<file path="src/lphs_pkg.sv">
// Package for the linear-probe hash set: sizes, slot marks, operation codes,
// status codes, state types, queue entry type and the 64-bit mix constants.
// No dependencies.
package lphs_pkg;

  localparam int SLOTS = 1024;
  localparam int IDX_W = $clog2(SLOTS);
  localparam int CNT_W = 11;
  localparam int LOG_W = 4;
  localparam int KEY_W = 64;
  localparam int QDEPTH = 2;
  localparam int SLOTS_LOG2 = IDX_W;

  localparam logic [63:0] MIX_C1 = 64'hff51afd7ed558ccd;
  localparam logic [63:0] MIX_C2 = 64'hc4ceb9fe1a85ec53;

  typedef enum logic [1:0] {
    MARK_EMPTY    = 2'd0,
    MARK_OCCUPIED = 2'd1,
    MARK_TOMB     = 2'd2
  } mark_t;

  typedef enum logic [1:0] {
    OP_ADD      = 2'd0,
    OP_CONTAINS = 2'd1,
    OP_REMOVE   = 2'd2,
    OP_NONE     = 2'd3
  } op_t;

  typedef enum logic [1:0] {
    ST_DONE = 2'd0,
    ST_MISS = 2'd1,
    ST_FULL = 2'd2
  } status_t;

  typedef enum logic [2:0] {
    B_IDLE,
    B_READ,
    B_CHECK,
    B_CLEAR,
    B_OUT
  } bstate_t;

  typedef enum logic [2:0] {
    H_IDLE,
    H_M1A,
    H_M1B,
    H_M2A,
    H_M2B,
    H_DONE
  } hstate_t;

  typedef struct packed {
    op_t              op;
    logic [KEY_W-1:0] key;
    logic [IDX_W-1:0] home;
  } req_t;

  localparam logic [0:0] CFG_SIZE_LOG2 = 1'd0;

endpackage

</file>
<file path="src/lphs_front.sv">
// Front end: accepts request beats and hashes the key with a multi-cycle
// mix (two 64-bit products, each in 32-bit partial products), then queues it.
// Depends on lphs_pkg.
module lphs_front import lphs_pkg::*; (
  input  logic             clk,
  input  logic             rst_n,
  input  logic             in_valid,
  output logic             in_ready,
  input  logic [1:0]       in_mode,
  input  logic [KEY_W-1:0] in_key,
  input  logic [IDX_W-1:0] mask,
  output logic             q_valid,
  input  logic             q_ready,
  output req_t             q_data
);

  hstate_t          state_r, state_nxt;
  logic [1:0]       mode_r;
  logic [KEY_W-1:0] key_r;
  logic [63:0]      acc_r;
  logic [63:0]      lo_r;
  logic [63:0]      x;
  logic [63:0]      cst;
  logic [63:0]      p_lo, p_mid;

  req_t             fifo_r [QDEPTH];
  logic [$clog2(QDEPTH):0] cnt_r;
  logic             wr_ptr_r, rd_ptr_r;
  logic             push, pop;

  assign in_ready = (state_r == H_IDLE);
  assign cst = (state_r == H_M1A || state_r == H_M1B) ? MIX_C1 : MIX_C2;
  assign x = acc_r ^ {33'd0, acc_r[63:33]};
  assign p_lo = {32'd0, x[31:0]} * {32'd0, cst[31:0]};
  assign p_mid = {32'd0, x[31:0] * cst[63:32] + x[63:32] * cst[31:0]};

  always_comb begin
    state_nxt = state_r;
    unique case (state_r)
      H_IDLE: if (in_valid) state_nxt = H_M1A;
      H_M1A:  state_nxt = H_M1B;
      H_M1B:  state_nxt = H_M2A;
      H_M2A:  state_nxt = H_M2B;
      H_M2B:  state_nxt = H_DONE;
      H_DONE: if (cnt_r < ($clog2(QDEPTH)+1)'(QDEPTH)) state_nxt = H_IDLE;
      default: state_nxt = H_IDLE;
    endcase
  end

  assign push = (state_r == H_DONE) && (cnt_r < ($clog2(QDEPTH)+1)'(QDEPTH));
  assign pop = q_valid && q_ready;

  always_ff @(posedge clk) begin
    if (!rst_n) begin
      state_r <= H_IDLE;
      cnt_r <= '0;
      wr_ptr_r <= 1'b0;
      rd_ptr_r <= 1'b0;
    end else begin
      state_r <= state_nxt;
      cnt_r <= cnt_r + ($clog2(QDEPTH)+1)'(push) - ($clog2(QDEPTH)+1)'(pop);
      if (push) wr_ptr_r <= ~wr_ptr_r;
      if (pop) rd_ptr_r <= ~rd_ptr_r;
    end
  end

  always_ff @(posedge clk) begin
    unique case (state_r)
      H_IDLE: begin
        if (in_valid) begin
          mode_r <= in_mode;
          key_r <= in_key;
          acc_r <= in_key;
        end
      end
      H_M1A, H_M2A: lo_r <= p_lo + {p_mid[31:0], 32'd0};
      H_M1B, H_M2B: acc_r <= lo_r;
      H_DONE: ;
      default: ;
    endcase
    if (push) begin
      fifo_r[wr_ptr_r].op <= op_t'(mode_r);
      fifo_r[wr_ptr_r].key <= key_r;
      fifo_r[wr_ptr_r].home <= x[IDX_W-1:0] & mask;
    end
  end

  assign q_valid = (cnt_r != '0);
  assign q_data = fifo_r[rd_ptr_r];

endmodule

</file>
<file path="config.mk">
export PLATFORM = sky130hd
export DESIGN_NAME = lphs_front
export DESIGN_NICKNAME = d
export VERILOG_FILES = /design/src/lphs_pkg.sv /design/src/lphs_front.sv
export SDC_FILE = /design/constraint.sdc
export NUM_CORES = 2
export LEC_CHECK = 0
export BUFFER_PORTS_ARGS = -buffer_cell sky130_fd_sc_hd__buf_2
export CORE_MARGIN = 10
export CORE_UTILIZATION = 50
export DETAILED_ROUTE_END_ITERATION = 12
export PLACE_DENSITY = 0.73
export SETUP_SLACK_MARGIN = 0.2
export SLEW_MARGIN = 15
export SYNTH_ARGS = -nofsm -noshare
export SYNTH_HDL_FRONTEND = slang
export SYNTH_SLANG_ARGS = --single-unit
</file>
<file path="constraint.sdc">
create_clock -name clk -period 29.8 [get_ports clk]
set_clock_uncertainty 0.1 [all_clocks]
set_input_delay 4.47 -clock clk [delete_from_list [all_inputs] [get_ports clk]]
set_output_delay 4.47 -clock clk [all_outputs]
set_load 0.01 [all_outputs]
</file>
# == Word level (Yosys, flattened, before mapping) ==
# Memories as Yosys holds them, arrays and structs flattened. A register that Yosys moved wholly into a read port is not among the register bits.
# Cells that the tools add are included.
# W data, S select, Z words.
# op_classes
add_sub_neg,4
n_mul,3
magnitude_cmp,1
eq_ne,7
mux,10
n_bitwise,4
reduce_logical,11
# ops
cell,n
$pmux W64 S2,1
$add A64 B64 Y64,1
$mul A32 B32 Y64,1
$mux W64,1
$xor A64 B31 Y64,1
$mux W62,1
$add A32 B32 Y32,1
$mul A32 B31 Y32,1
$mul A32 B32 Y32,1
$pmux W3 S6,1
$and A10 B10 Y10,1
$eq A3 B2 Y1 const B,2
$eq A3 B3 Y1 const B,2
$mux W3,2
$reduce_and A2 Y1,3
$mux W1,4
$ne A2 B2 Y1 const B,2
$reduce_bool A2 Y1,2
$reduce_or A2 Y1,2
$eq A3 B1 Y1 const B,1
$logic_not A3 Y1,1
$add A2 B1 Y2,1
$logic_and A1 B1 Y1,2
$lt A2 B2 Y1 const B,1
other kinds (3),4
# totals
register_bits,201
ram_bits,152
input_bits,80
out_inout_bits,78
elab_cells,49
memories,1
# mem_list
memory,depth,word_bits,read_ports,rd_clocked_by_memory_dff,wr,line,source
fifo_r,2,76,1,1,1,lphs_front.sv:26,req_t fifo_r [QDEPTH];

# == Depth between registers and ports, before layout ==
# depth
ltp_word,6
ltp_mapped,50
depth_no_buf,46

# == Worst setup path after synthesis ==
# Ideal clock, no wire load.
# synth_timing
kind,reg2reg
startpoint,register acc_r[36]
endpoint,register lo_r[63] (data pin)
setup_time_ns,0.259
arrival_ns,12.085
required_time_ns,29.441
setup_slack_ns,17.356
stages_incl_launch_ff,43
n_path_buf,2
period_less_slack_ns,12.444
cell_sequence,edfxtp_1 > buf_2 > xor2_1 > nand2_1 > nor2_1 > nor2_1 > ha_1 > or2_2 > fa_1 > fa_1 > ha_1 > ha_1 > inv_1 > fa_1 > inv_1 > fa_1 > fa_1 > fa_1 > [... 7 more ...] > inv_1 > fa_1 > fa_1 > inv_1 > fa_1 > ha_1 > ha_1 > clkbuf_1 > a21o_1 > a21o_1 > a21oi_1 > o41ai_1 > a311oi_1 > o22ai_2 > a41o_1 > a221oi_2 > xnor2_1 > xnor2_1
# synth_via
elab_chain_len,4
elab_cells_between_ends,6
cone_classes,add/sub: 2; mul: 3; bitwise: 1
# synth_lines
item,line,source
start: declaration,lphs_front.sv:20,logic [63:0] acc_r;
start signal: assignment,lphs_front.sv:73,acc_r <= in_key;
start signal: assignment,lphs_front.sv:77,"H_M1B, H_M2B: acc_r <= lo_r;"
$xor A64 B31 Y64 *,lphs_front.sv:33,"assign x = acc_r ^ {33'd0, acc_r[63:33]};"
$mul A32 B31 Y32 or $mul A32 B32 Y32 (tied branches),lphs_front.sv:35,"assign p_mid = {32'd0, x[31:0] * cst[63:32] + x[63:32] * cst[31:0]};"
$add A32 B32 Y32,lphs_front.sv:35,
$add A64 B64 Y64 *,lphs_front.sv:76,"H_M1A, H_M2A: lo_r <= p_lo + {p_mid[31:0], 32'd0};"
end signal: assignment,lphs_front.sv:76,
end: declaration,lphs_front.sv:21,logic [63:0] lo_r;
# Mark *: on every way between the ends. The rest lies on a longest branch, timed or not.
# A chain may end at the register's enable or synchronous reset.

# == Worst setup path after layout ==
# layout_timing
startpoint,register state_r[0]
endpoint,register lo_r[63] (data pin)
# layout_via
elab_chain_len,6
elab_cells_between_ends,9
cone_classes,add/sub: 2; mul: 3; eq/ne: 2; mux: 1; reduce/logical: 1
# layout_lines
item,line,source
start: declaration,lphs_front.sv:17,"hstate_t state_r, state_nxt;"
start signal: assignment,lphs_front.sv:60,state_r <= state_nxt;
$eq A3 B1 Y1 or $eq A3 B2 Y1 (tied branches),lphs_front.sv:32,assign cst = (state_r == H_M1A || state_r == H_M1B) ? MIX_C1 : MIX_C2;
$logic_or A1 B1 Y1 *,lphs_front.sv:32,
$mux W62 *,lphs_front.sv:32,
$mul A32 B31 Y32 or $mul A32 B32 Y32 (tied branches),lphs_front.sv:35,
$add A32 B32 Y32,lphs_front.sv:35,
$add A64 B64 Y64 *,lphs_front.sv:76,
# Marked as above.

==> out/results.ini <==
[yosys]
yosys.area.top_type=fa_1
synth_compound_area_frac=0.02982
synth_top_family_by_area=adder cells
synth-edff-count=346
syn-cell-area_mm2=0.06164
synthCells=5438
netlist.area_leader.share=0.4193
syn_avg_cell_area_um2=11.34
synthXorXnorAreaFrac=0.03477
yosys.cell_count.top_type=inv_1
synth_common_cells=inv_1 (1723), fa_1 (1291), ha_1 (861), edfxtp_1 (346), nand2_1 (184)
synth_mux_area_frac=0.02557
ys_seq_area_frac=0.1711
synthTopCellsByArea=fa_1 (42%), ha_1 (17%), edfxtp_1 (17%)
synthFlopType=edfxtp_1
async_flop_share=0
synthSimpleGateAreaFrac=0.03418
synth-seq-cells=354
yosysWarnings=0
synthAdderAreaFrac=0.5940
yosysUniqueCellTypes=67

[detailed_routing]
first_pass_iters=5
drt-wirelength-per-cell_um=27.59
vias_per_cell=5.409
drc=0
drt_wl_total_um=201000
antenna_left=0
dr_total_vias=39410
drt_iter0_drc=3456

[floorplan]
io-pin-count=158
die_h_um=371.1
design.core.area_mm2=0.1222
start_util=0.5045
fp.dieArea_mm2=0.1377
die_x_um=371.1
rows=128

[clocking]
post_cts_buffers=0
clk_pin_slew_worst_paths_ns=0.06
h-tree-depth=2
cts_buffers=39
clk_latency_ns=0.61
clkSinkCount=354
cts_root_buf=clkbuf_16
cts_hold_buf=0
cts_buffer_depth=3
cts_tree=yes
post_cts_resized=0

[grt]
grt-ovfl-total=0
grt_antenna_before_repair=4
grt_pass1_wl_um=294800
grt_pass1_vias=43240
grt_max_degree=75
grt_use_total=0.2990

[critical_path]
critPathMaxFanout=50
cp.arrival_ns=13.99
slowest_stage=a21boi_0
critPathRequiredTime_ns=30.04
crit_type=flip-flop to flip-flop
cpMostUsedCell=fa_1
slowest_delay_ns=0.76
worst_setup_path_end_kind=flip-flop
startpoint_type=flip-flop

[timing]
fin_tns_setup_ns=0
fin_crit_sh=0.4613
drv_slew=0
finalHoldViolCount=0
worst_slew_pin_slew_ns=1.287
fmax_ghz=0.07274
period_needed_ns=13.75
setup_viol=0
rsz0062_at_grt=no
relSlewSlack=0.1389

[final_layout]
nets=7862
syn_to_final_growth_pct=7.356
layout-drive-gt1-share=0.08638
diodes=0

[place]
hpwl_um=173500
io_buffers=157
routabilityCongestion=1.069

[hold_path]
worstHoldPathType=flip-flop to flip-flop

[job]
max_cap_viol_count=0

[run_status]
outcome=finished, final reports clean

state kept, by name, summed over array words and instances (netlist names), named ones only:
| signal | count |
|---|---|
| lo_r | 64 |
| rd_ptr_r | 1 |
| cnt_r | 2 |
| state_r | 3 |
| acc_r | 64 |
| key_r | 64 |
| wr_ptr_r | 1 |
| mode_r | 2 |
| fifo_r | 152 |
metrics by stage:
step	cell area [µm²]	setup slack [ns]	instances	util	hold WS [ns]
floorplan	61650	17.36	5439	-	0.3215
global placement	64890	16.42	7214	0.5310	0.3216
detailed placement	64890	16.32	7214	0.5310	0.3308
CTS	66180	16.30	7286	0.5416	0.3420
global route	66180	15.47	7286	0.5416	0.3522
finish	66180	16.05	7286	0.5416	0.3373
layout make-up:
type	instances	area (µm²)
Clock inverter	24	261.5
Timing Repair Buffer	233	1356
Clock buffer	48	1030
Tap cell	1625	2033
Inverter	1726	6479
Fill cell	10580	56020
Sequential cell	354	10550
Multi-Input combinational cell	3276	44460
worst max-delay path: cells and delay by family (launching register included):
kind / cells / cell delay [ns]
simple gates: 4 / 1.17
xor+xnor: 3 / 0.54
compound gates: 9 / 2.65
flops: 1 / 0.46
buf+inv: 4 / 1.51
fa+ha+maj: 17 / 7.05
routing by layer:
metal	part of all wire	global-route usage	vias to the layer above
met5	0	0	-
met4	0.078	0.1833	0
met3	0.090	0.06281	497
met2	0.44	0.4534	1900
met1	0.39	0.3930	20250
li1	-	-	16760
path summary, 6_finish.rpt:
check | start | to | slack (ns) | depth (start not counted)
setup / recovery | state_r[0] | lo_r[63] | 16.05 | 37
hold / removal | key_r[37] | fifo_r[1][47] | 0.34 | 0
setup reg to reg | state_r[0] | lo_r[63] | 16.05 | 37
hold reg to reg | key_r[37] | fifo_r[1][47] | 0.34 | 0
logic make-up (layout without fill, tap and decap cells):
kind of cell               count (synthesis)  count (layout)
and+or+nand+nor                          456             456
adders and majority gates               2152            2152
muxes                                    140             140
AOI/OAI and AO/OA                        284             284
xor gates and xnor gates                 241             241
DFF                                      354             354
buffers and inverters                   1809            2031
other                                      2               3
layout by cell type (no fill, tap or decap), drive strengths merged, types with 14 or more instances in the layout:
| master | instances |
|---|---|
| a21o | 42 |
| a21oi | 92 |
| and2 | 43 |
| buf | 233 |
| clkbuf | 48 |
| clkinv | 17 |
| edfxtp | 346 |
| fa | 1291 |
| ha | 861 |
| inv | 1731 |
| mux2 | 140 |
| nand2 | 184 |
| nand2b | 20 |
| nand3 | 28 |
| nand4 | 14 |
| nor2 | 103 |
| o21ai | 64 |
| o21bai | 14 |
| or2 | 20 |
| xnor2 | 171 |
| xor2 | 69 |
Power is not shown: default switching activity piles up to over one toggle a cycle in this logic, so the estimate is an artifact.
